**src/sv/tpt_pkg.sv**
```systemverilog
`default_nettype none

package tpt_pkg;

   localparam int PAGE_BITS    = 8;
   localparam int OFFSET_BITS  = 8;
   localparam int TLB_ENTRIES  = 16;
   localparam int VA_BITS      = 16;
   localparam int PA_BITS      = 16;
   localparam int NUM_PAGES    = 1 << PAGE_BITS;
   localparam int TLB_IDX_BITS = $clog2(TLB_ENTRIES);
   localparam int COUNT_BITS   = PAGE_BITS + 1;
   localparam int HIT_BITS     = 32;

   typedef logic [PAGE_BITS-1:0]    page_type;
   typedef logic [PAGE_BITS-1:0]    frame_type;
   typedef logic [OFFSET_BITS-1:0]  offset_type;
   typedef logic [TLB_IDX_BITS-1:0] tlb_idx_type;
   typedef logic [COUNT_BITS-1:0]   count_type;
   typedef logic [HIT_BITS-1:0]     hit_count_type;

   typedef struct packed {
      logic      hit;
      frame_type frame;
   } tlb_look_type;

   typedef struct packed {
      logic      en;
      page_type  page;
      frame_type frame;
   } tlb_fill_type;

endpackage

`default_nettype wire

```
**src/sv/tpt_map_ram.sv**
```systemverilog
`default_nettype none

module tpt_map_ram (
   input  wire              clock,
   input  wire              rd_en,
   input  tpt_pkg::page_type  rd_page,
   input  wire              wr_en,
   input  tpt_pkg::page_type  wr_page,
   input  tpt_pkg::frame_type wr_frame,
   output tpt_pkg::frame_type rd_frame
);
   import tpt_pkg::*;

   frame_type mem [NUM_PAGES];
   frame_type rdata_ff;
   frame_type fwd_data_ff;
   logic      fwd_ff;

   always_ff @(posedge clock) begin
      if (wr_en) begin
         mem[wr_page] <= wr_frame;
      end
      if (rd_en) begin
         rdata_ff    <= mem[rd_page];
         fwd_ff      <= wr_en && (wr_page == rd_page);
         fwd_data_ff <= wr_frame;
      end
   end

   // write in the same cycle as the read of that entry: return the new frame
   assign rd_frame = fwd_ff ? fwd_data_ff : rdata_ff;

endmodule

`default_nettype wire

```
**src/sv/tpt_tlb.sv**
```systemverilog
`default_nettype none

module tpt_tlb (
   input  wire                   clock,
   input  wire                   reset,
   input  tpt_pkg::page_type     look_page,
   output tpt_pkg::tlb_look_type look,
   input  tpt_pkg::tlb_fill_type fill
);
   import tpt_pkg::*;

   page_type                tag_ff   [TLB_ENTRIES];
   frame_type               frame_ff [TLB_ENTRIES];
   logic [TLB_ENTRIES-1:0]  valid_ff;
   tlb_idx_type             victim_ff;
   tlb_idx_type             victim_in;

   always_comb begin
      look.hit   = 1'b0;
      look.frame = '0;
      for (int i = TLB_ENTRIES - 1; i >= 0; i--) begin
         if (valid_ff[i] && (tag_ff[i] == look_page)) begin
            look.hit   = 1'b1;
            look.frame = frame_ff[i];
         end
      end
   end

   always_comb begin
      victim_in = victim_ff;
      if (fill.en) begin
         if (victim_ff == tlb_idx_type'(TLB_ENTRIES - 1)) begin
            victim_in = '0;
         end else begin
            victim_in = victim_ff + tlb_idx_type'(1);
         end
      end
   end

   always_ff @(posedge clock) begin
      if (reset) begin
         valid_ff  <= '0;
         victim_ff <= '0;
      end else begin
         victim_ff <= victim_in;
         if (fill.en) begin
            valid_ff[victim_ff] <= 1'b1;
         end
      end
   end

   always_ff @(posedge clock) begin
      if (fill.en) begin
         tag_ff[victim_ff]   <= fill.page;
         frame_ff[victim_ff] <= fill.frame;
      end
   end

endmodule

`default_nettype wire

```
**src/sv/tlb_page_table_translate_core.sv**
```systemverilog
// TLB and page-table address translation with demand paging.
// Input channel req_: one virtual address per item; the high byte is the page,
// the low byte the offset. Result channel rsp_: one item per input item, in
// order, with the physical address, TLB hit and page fault flags, the fault
// count and the saturating TLB hit count, both including this item.
// Pipeline: the page-table memory is read in the cycle the item is accepted;
// the lookup stage then matches all TLB entries in parallel, resolves the frame,
// and on advance updates TLB, page table and counters and loads the output register.
// Throughput: one item per cycle while the result is not stalled; the read of the
// page-table memory is registered, with a bypass for a fault that writes the entry
// being read.
// Reset: TLB and page table come up empty, FIFO pointer, free-frame pointer
// and counters at zero; no memory clearing pass is needed.
// Stall: while rsp_ready is low the result holds; one more item may sit in
// the lookup stage, after which req_ready drops.
`default_nettype none

module tlb_page_table_translate_core (
   input  wire                           clock,
   input  wire                           reset,
   input  wire                           req_valid,
   output logic                          req_ready,
   input  wire [tpt_pkg::VA_BITS-1:0]    req_virtual_address,
   output logic                          rsp_valid,
   input  wire                           rsp_ready,
   output logic [tpt_pkg::PA_BITS-1:0]   rsp_physical_address,
   output logic                          rsp_tlb_hit,
   output logic                          rsp_page_fault,
   output logic [tpt_pkg::COUNT_BITS-1:0] rsp_fault_total,
   output logic [tpt_pkg::HIT_BITS-1:0]  rsp_hit_total
);
   import tpt_pkg::*;

   logic                    accept;
   logic                    advance;
   logic                    s1_valid_ff;
   logic                    s1_valid_in;
   logic [VA_BITS-1:0]      s1_va_ff;
   page_type                req_page;
   page_type                s1_page;
   offset_type              s1_offset;
   logic [NUM_PAGES-1:0]    map_valid_ff;
   frame_type               ram_frame;
   tlb_look_type            look;
   tlb_fill_type            fill;
   logic                    fault;
   frame_type               frame;
   count_type               fault_cnt_ff;
   count_type               fault_cnt_in;
   count_type               free_ff;
   count_type               free_in;
   hit_count_type           hit_cnt_ff;
   hit_count_type           hit_cnt_in;
   logic                    rsp_valid_ff;
   logic                    rsp_valid_in;
   logic [PA_BITS-1:0]      rsp_pa_ff;
   logic                    rsp_hit_ff;
   logic                    rsp_fault_ff;
   count_type               rsp_fault_total_ff;
   hit_count_type           rsp_hit_total_ff;

   assign req_page  = req_virtual_address[OFFSET_BITS +: PAGE_BITS];
   assign s1_page   = s1_va_ff[OFFSET_BITS +: PAGE_BITS];
   assign s1_offset = s1_va_ff[OFFSET_BITS-1:0];

   assign advance   = s1_valid_ff && (!rsp_valid_ff || rsp_ready);
   assign req_ready = !s1_valid_ff || advance;
   assign accept    = req_valid && req_ready;

   tpt_map_ram u_map_ram (
      .clock    (clock),
      .rd_en    (accept),
      .rd_page  (req_page),
      .wr_en    (fill.en),
      .wr_page  (fill.page),
      .wr_frame (fill.frame),
      .rd_frame (ram_frame)
   );

   tpt_tlb u_tlb (
      .clock     (clock),
      .reset     (reset),
      .look_page (s1_page),
      .look      (look),
      .fill      (fill)
   );

   always_comb begin
      fault = !look.hit && !map_valid_ff[s1_page];
      if (look.hit) begin
         frame = look.frame;
      end else if (map_valid_ff[s1_page]) begin
         frame = ram_frame;
      end else begin
         frame = free_ff[PAGE_BITS-1:0];
      end
      fill.en    = advance && fault;
      fill.page  = s1_page;
      fill.frame = frame;
   end

   always_comb begin
      fault_cnt_in = fault_cnt_ff;
      free_in      = free_ff;
      hit_cnt_in   = hit_cnt_ff;
      if (advance && fault) begin
         fault_cnt_in = fault_cnt_ff + count_type'(1);
         free_in      = free_ff + count_type'(1);
      end
      if (advance && look.hit && (hit_cnt_ff != '1)) begin
         hit_cnt_in = hit_cnt_ff + hit_count_type'(1);
      end
   end

   always_comb begin
      s1_valid_in = s1_valid_ff;
      if (accept) begin
         s1_valid_in = 1'b1;
      end else if (advance) begin
         s1_valid_in = 1'b0;
      end
      rsp_valid_in = rsp_valid_ff;
      if (advance) begin
         rsp_valid_in = 1'b1;
      end else if (rsp_ready) begin
         rsp_valid_in = 1'b0;
      end
   end

   always_ff @(posedge clock) begin
      if (reset) begin
         s1_valid_ff  <= 1'b0;
         rsp_valid_ff <= 1'b0;
         map_valid_ff <= '0;
         fault_cnt_ff <= '0;
         free_ff      <= '0;
         hit_cnt_ff   <= '0;
      end else begin
         s1_valid_ff  <= s1_valid_in;
         rsp_valid_ff <= rsp_valid_in;
         fault_cnt_ff <= fault_cnt_in;
         free_ff      <= free_in;
         hit_cnt_ff   <= hit_cnt_in;
         if (fill.en) begin
            map_valid_ff[s1_page] <= 1'b1;
         end
      end
   end

   always_ff @(posedge clock) begin
      if (accept) begin
         s1_va_ff <= req_virtual_address;
      end
      if (advance) begin
         rsp_pa_ff          <= PA_BITS'({frame, s1_offset});
         rsp_hit_ff         <= look.hit;
         rsp_fault_ff       <= fault;
         rsp_fault_total_ff <= fault_cnt_in;
         rsp_hit_total_ff   <= hit_cnt_in;
      end
   end

   assign rsp_valid            = rsp_valid_ff;
   assign rsp_physical_address = rsp_pa_ff;
   assign rsp_tlb_hit          = rsp_hit_ff;
   assign rsp_page_fault       = rsp_fault_ff;
   assign rsp_fault_total      = rsp_fault_total_ff;
   assign rsp_hit_total        = rsp_hit_total_ff;

endmodule

`default_nettype wire

```
**config.mk**
```make
export PLATFORM = sky130hd
export DESIGN_NAME = tlb_page_table_translate_core
export DESIGN_NICKNAME = d
export VERILOG_FILES = /design/src/sv/tpt_pkg.sv /design/src/sv/tpt_map_ram.sv /design/src/sv/tpt_tlb.sv /design/src/sv/tlb_page_table_translate_core.sv
export SDC_FILE = /design/constraint.sdc
export NUM_CORES = 2
export LEC_CHECK = 0
export BUFFER_PORTS_ARGS = -buffer_cell sky130_fd_sc_hd__buf_4
export CAP_MARGIN = 25
export CORE_ASPECT_RATIO = 0.9
export CORE_MARGIN = 10
export CORE_UTILIZATION = 57
export CTS_BUF_LIST = sky130_fd_sc_hd__clkbuf_4 sky130_fd_sc_hd__clkbuf_8 sky130_fd_sc_hd__clkbuf_16
export DETAILED_ROUTE_END_ITERATION = 8
export MAX_ROUTING_LAYER = met4
export PLACE_DENSITY = 0.76
export RECOVER_POWER = 100
export SETUP_SLACK_MARGIN = 0.15
export SKIP_CTS_REPAIR_TIMING = 1
export SYNTH_ARGS = -nofsm -noshare
export SYNTH_HDL_FRONTEND = slang
export SYNTH_HIERARCHICAL = 1
export SYNTH_SLANG_ARGS = --single-unit
```
**constraint.sdc**
```tcl
create_clock -name clock -period 17.12 [get_ports clock]
set_input_delay 3.424 -clock clock [delete_from_list [all_inputs] [get_ports clock]]
set_output_delay 3.424 -clock clock [all_outputs]
set_load 0.01 [all_outputs]
```
---- Word level (Yosys, flattened, before mapping) ----
Memories as Yosys holds them, arrays and structs flattened. A register that Yosys moved wholly into a read port is not among the register bits.
Index checks and enable logic that the tools add are counted.
storage, ports and cells
  register bits ........................... 412
  memory bits (writable) .................. 2304
  input port bits ......................... 20
  memories ................................ 3
memories
  memory          depth  bits a word  read ports  clocked after Yosys merged registers in  write ports  RTL line           text
  u_map_ram.mem   256    8            1           1                                        1            tpt_map_ram.sv:14  frame_type mem [NUM_PAGES];
  u_tlb.frame_ff  16     8            16          0                                        1            tpt_tlb.sv:13      frame_type frame_ff [TLB_ENTRIES];
  u_tlb.tag_ff    16     8            16          0                                        1            tpt_tlb.sv:12      page_type tag_ff [TLB_ENTRIES];
operators by class
  $add $sub $neg .......................... 4
  magnitude comparators ................... 4
  equal/unequal tests ..................... 19
  muxes and demuxes ....................... 34
  bitwise gates (word level) .............. 2
  reduce and logical (&&, ||, !) cells .... 33
operators with widths
  cell                                                                           number
  256-bit OR                                                                     1
  9-bit two-way mux                                                              17
  8-bit == test                                                                  17
  32-bit by 1-bit adder with 32-bit output (second input constant)               1
  32-bit two-way mux                                                             1
  32-bit inequality test (second input constant)                                 1
  1-bit logical AND                                                              25
  8-bit two-way mux                                                              3
  9-bit by 1-bit adder with 9-bit output (second input constant)                 2
  16-bit OR                                                                      1
  8-bit by 9-bit less-than comparator with 1-bit output (second input constant)  1
  1-bit two-way mux                                                              9
  1-bit binary-select mux with 8-bit select                                      1
  1-bit demux with 8-bit select                                                  1
  8-bit by 1-bit >= comparator with 1-bit output (second input constant)         1
  4-bit by 5-bit less-than comparator with 1-bit output (second input constant)  1
  4-bit by 1-bit adder with 4-bit output (second input constant)                 1
  1-bit demux with 4-bit select                                                  1
  4-bit == test (second input constant)                                          1
  4-bit by 1-bit >= comparator with 1-bit output (second input constant)         1
  1-bit logical NOT                                                              4
  4-bit two-way mux                                                              1
  2-bit nonzero test                                                             2
  1-bit logical OR                                                               2

---- Logic depth before layout (Yosys ltp) ----
  word-level depth ........................ 23
  mapped depth ............................ 19
  depth with buffers taken out ............ 13

---- Modules after synthesis ----
The synthesis kept the hierarchy.
modules (own cells, without submodules)
  module                         instances  cells each  area an instance (sq um)  sequential area each (sq um)
  tpt_map_ram                    1          3806        80324.5                   62009.5
  tlb_page_table_translate_core  1          1513        15499.9                   8398.1
  tpt_tlb                        1          773         11609.9                   8087.8

---- Worst setup path after synthesis ----
No wires, ideal clock.
  path kind ............................... reg-to-reg
  start ................................... reg s1_va_ff[8]
  end ..................................... reg rsp_pa_ff[10], in the netlist rsp_physical_address[10] (data pin)
  library setup time ...................... 2.326 ns
  data arrival time ....................... 13.587 ns
  slack ................................... 1.207 ns
  cell stages (with the launch flop) ...... 14
  path buffers ............................ 5
  clock period less this slack ............ 15.913 ns
  path through ............................ edfxtp_1 buf_6 buf_4 buf_4 buf_4 mux2i_1 a221oi_1 o21ai_0 a31oi_1 a2111oi_0 a31oi_1 buf_2 mux2i_1 o21ai_0
RTL lines
  element                 RTL line                              text
  start, declared         tlb_page_table_translate_core.sv:38   logic [VA_BITS-1:0] s1_va_ff;
  start signal, assigned  tlb_page_table_translate_core.sv:152  s1_va_ff <= req_virtual_address;
  end signal, assigned    tlb_page_table_translate_core.sv:155  rsp_pa_ff <= PA_BITS'({frame, s1_offset});
  end, declared           tlb_page_table_translate_core.sv:56   logic [PA_BITS-1:0] rsp_pa_ff;

==> results.py <==
metrics = {
    "status": {
        "status": "complete, but fails checks",
        "violations": "capacitance limit, slew limit",
    },
    "pwr": {
        "worst_ir_drop_vdd_uv": 122.7,
        "leakagePower_nw": 37.26,
        "power_density_mw_per_mm2": 117.5,
    },
    "die": {
        "die_y_um": 431.9,
        "num_rows": 151,
        "fp.dieW_um": 477.6,
        "die-area_mm2": 0.2063,
        "io_pins": 81,
        "core_mm2": 0.1878,
        "start_util_pct": 57.21,
    },
    "timing": {
        "fmax_ghz": 0.08704,
        "finalCritPeriodShare_pct": 67.11,
        "hold_viol_final": 0,
        "relSlewSlack_pct": -344.1,
        "finalMaxSlewViolations": 1113,
        "clock_skew_ns": 0.05269,
        "period_needed_ns": 11.49,
        "tightestPinTransition_ns": 6.661,
        "finalSetupViolations": 0,
        "grt_setup_unrepaired": "no",
        "setup_tns_ns": 0,
    },
    "synth": {
        "yosysWarnings": 6,
        "avgSynthCellArea_um2": 17.64,
        "synth_area_mm2": 0.1074,
        "synth_top_area_share_pct": 66.97,
        "synth_seq_cells": 2723,
        "syn_inst": 6092,
        "synth_common_cells": "2396 x edfxtp_1, 461 x mux4_2, 403 x nor2_1",
        "syn_nets": 6119,
        "synth_edf_count": 2396,
        "yosysMostFrequentCell": "edfxtp_1",
        "yosysTopAreaCell": "edfxtp_1",
        "synth_area_leaders": "edfxtp_1 67%, mux4_2 9.7%, dfxtp_1 6.1%",
        "ys_types": 88,
        "ys_seq_area_share_pct": 73.06,
        "ys.flop_type": "edfxtp_1",
        "async_flop_share_pct": 0,
    },
    "global_route": {
        "grt.overflow.total": 0,
        "grt_pass1_wl_mm": 381.8,
        "use_met3_pct": 5.975,
        "antenna_found_initial": 8,
        "first_global_vias": 57290,
        "grt_max_degree": 247,
        "grt_use_total_pct": 25.04,
        "grtUsageMet1_pct": 34.34,
        "met2_usage_pct": 37.83,
        "grt-busiest-layer": "met2",
    },
    "detailed_routing": {
        "wl_mm": 256.6,
        "drc": 0,
        "drt_iter0_markers": 8014,
        "wl_per_cell_um": 28.77,
        "vias": 58410,
        "vias_per_cell": 6.550,
        "dr.pass1.iters": 6,
        "ant_nets": 0,
    },
    "cts": {
        "cts_num_sinks": 2723,
        "clk_path_buf_depth": 4,
        "worstSkewPairLatency_ns": 0.92,
        "cts_tree": "built",
        "cts_inserted_buffers": 274,
        "path_clk_slew_ns": 0.06,
        "cts-root-buf": "clkbuf_16",
        "htree_levels": 5,
    },
    "final_layout": {
        "drive_gt1_share_pct": 16.79,
        "syn2layout_area_growth_pct": 10.07,
        "final_area_mm2": 0.1183,
        "layout.nets": 6220,
    },
    "job": {
        "max_cap_viol_count": 38,
    },
    "critical_path": {
        "start_kind": "input pin",
        "worstPathRequired_ns": 17.74,
        "end_kind": "flip-flop",
        "cp_common_cell": "clkbuf_1",
        "critPathKind": "in -> reg",
        "arrival_ns": 12.11,
        "cp_cell_sequence": "buf_8 > clkbuf_1 > clkbuf_1 > clkbuf_1 > buf_4 > buf_16 > mux2i_1 > o221ai_1 > o21ai_0 > a211oi_1 > nor4_1 > nor4b_1",
        "worstPathMaxFanout": 72,
        "slowest_stage": "clkbuf_1",
        "slowest_delay_ns": 2.76,
    },
    "placement": {
        "dp_hpwl_mm": 149.8,
        "io_buffers": 80,
        "dpl_cell_area_mm2": 0.1099,
        "gp_congestion": 0.8891,
    },
    "hold_path": {
        "hold_path_class": "reg -> reg",
    },
}
-- area by class of cell --
cell class / instances / area [µm²]
Sequential cell: 2723 / 78500
Fill cell: 12650 / 69550
Multi-Input combinational cell: 2724 / 25620
Clock buffer: 370 / 7875
Tap cell: 2524 / 3158
Timing Repair Buffer: 193 / 1291
Inverter: 277 / 1040
Clock inverter: 99 / 750.7
Antenna cell: 8 / 20.02
-- logic make-up (layout without fill, tap and decap cells) --
family / after synthesis / in the layout / synth area share [%]
flip-flops: 2723 / 2723 / 73.06
multiplexers: 714 / 714 / 12.39
AND/OR/NAND/NOR: 1004 / 1004 / 4.621
other: 0 / 8 / 0
adder cells (fa/ha/maj): 7 / 7 / 0.08152
buffers and inverters: 645 / 939 / 3.144
XOR/XNOR: 178 / 178 / 1.528
AO/OA/AOI/OAI: 821 / 821 / 5.174
-- worst max-delay path, delay by kind of cell --
kind | cells | cell delay (ns)
buf+inv | 6 | 6.58
simple gates | 2 | 1.17
compound gates | 3 | 0.54
mux | 1 | 0.27
-- stage by stage --
step | util (%) | worst slack [ns] | hold slack [ns] | total power [mW] | instances
6_report | 62.97 | 5.631 | 0.4175 | 13.90 | 8918
5_1_grt | 62.96 | 4.488 | 0.4291 | 14.27 | 8915
4_1_cts | 63.10 | 9.003 | 0.4197 | 13.95 | 8896
3_5_place_dp | 58.51 | 8.172 | 0.4045 | 8.244 | 8427
3_3_place_gp | 58.48 | 7.971 | 0.4008 | 8.222 | 8421
2_1_floorplan | - | 1.207 | 0.4003 | 8.114 | 6092
-- layout by cell type, fill, tap and decap left out, drive strengths merged, types with 75 or more instances in the layout --
| cell | n |
|---|---|
| clkbuf | 484 |
| nand2 | 176 |
| dfxtp | 327 |
| a21oi | 106 |
| mux2i | 191 |
| nor2 | 407 |
| o22ai | 306 |
| inv | 281 |
| edfxtp | 2396 |
| xnor2 | 142 |
| mux4 | 482 |
| a22oi | 162 |
| nor2b | 75 |
| buf | 79 |
| clkinv | 76 |
-- worst paths after layout --
path,slack (ns),end,cells after the start,from
worst max-delay path,5.63,u_map_ram/rdata_ff[2],12,req_virtual_address[8]
worst min register to register,0.42,rsp_physical_address[5],0,s1_va_ff[5]
worst max register to register,5.65,u_map_ram/mem[38][7],15,s1_va_ff[8]
worst min-delay path,0.42,rsp_physical_address[5],0,s1_va_ff[5]
-- sequential cells by signal, indices dropped and copies added, names as in the netlist, 8 cells and up --
name,count
rsp_fault_total,9
u_tlb/frame_ff,128
u_tlb/valid_ff,16
rsp_physical_address,16
u_map_ram/fwd_data_ff,8
rsp_hit_total,32
u_map_ram/rdata_ff,8
hit_cnt_ff,32
u_tlb/tag_ff,128
u_map_ram/mem,2048
s1_va_ff,16
map_valid_ff,256
fault_cnt_ff,9
free_ff,8
-- per-layer routing --
layer | part of all wire, % | vias up
li1 | - | 24350
met1 | 38 | 29990
met2 | 47 | 3518
met3 | 11 | 557
met4 | 3.2 | 0
met5 | 0 | -
-- report_power, final --
group	internal, mW	total, mW	switching (mW)
clock network	3.38	5.78	2.39
logic	0.206	0.740	0.534
registers	7.36	7.38	0.0153
total	11.0	13.9	2.94
Note: power is estimated with default switching activity, not from simulation.
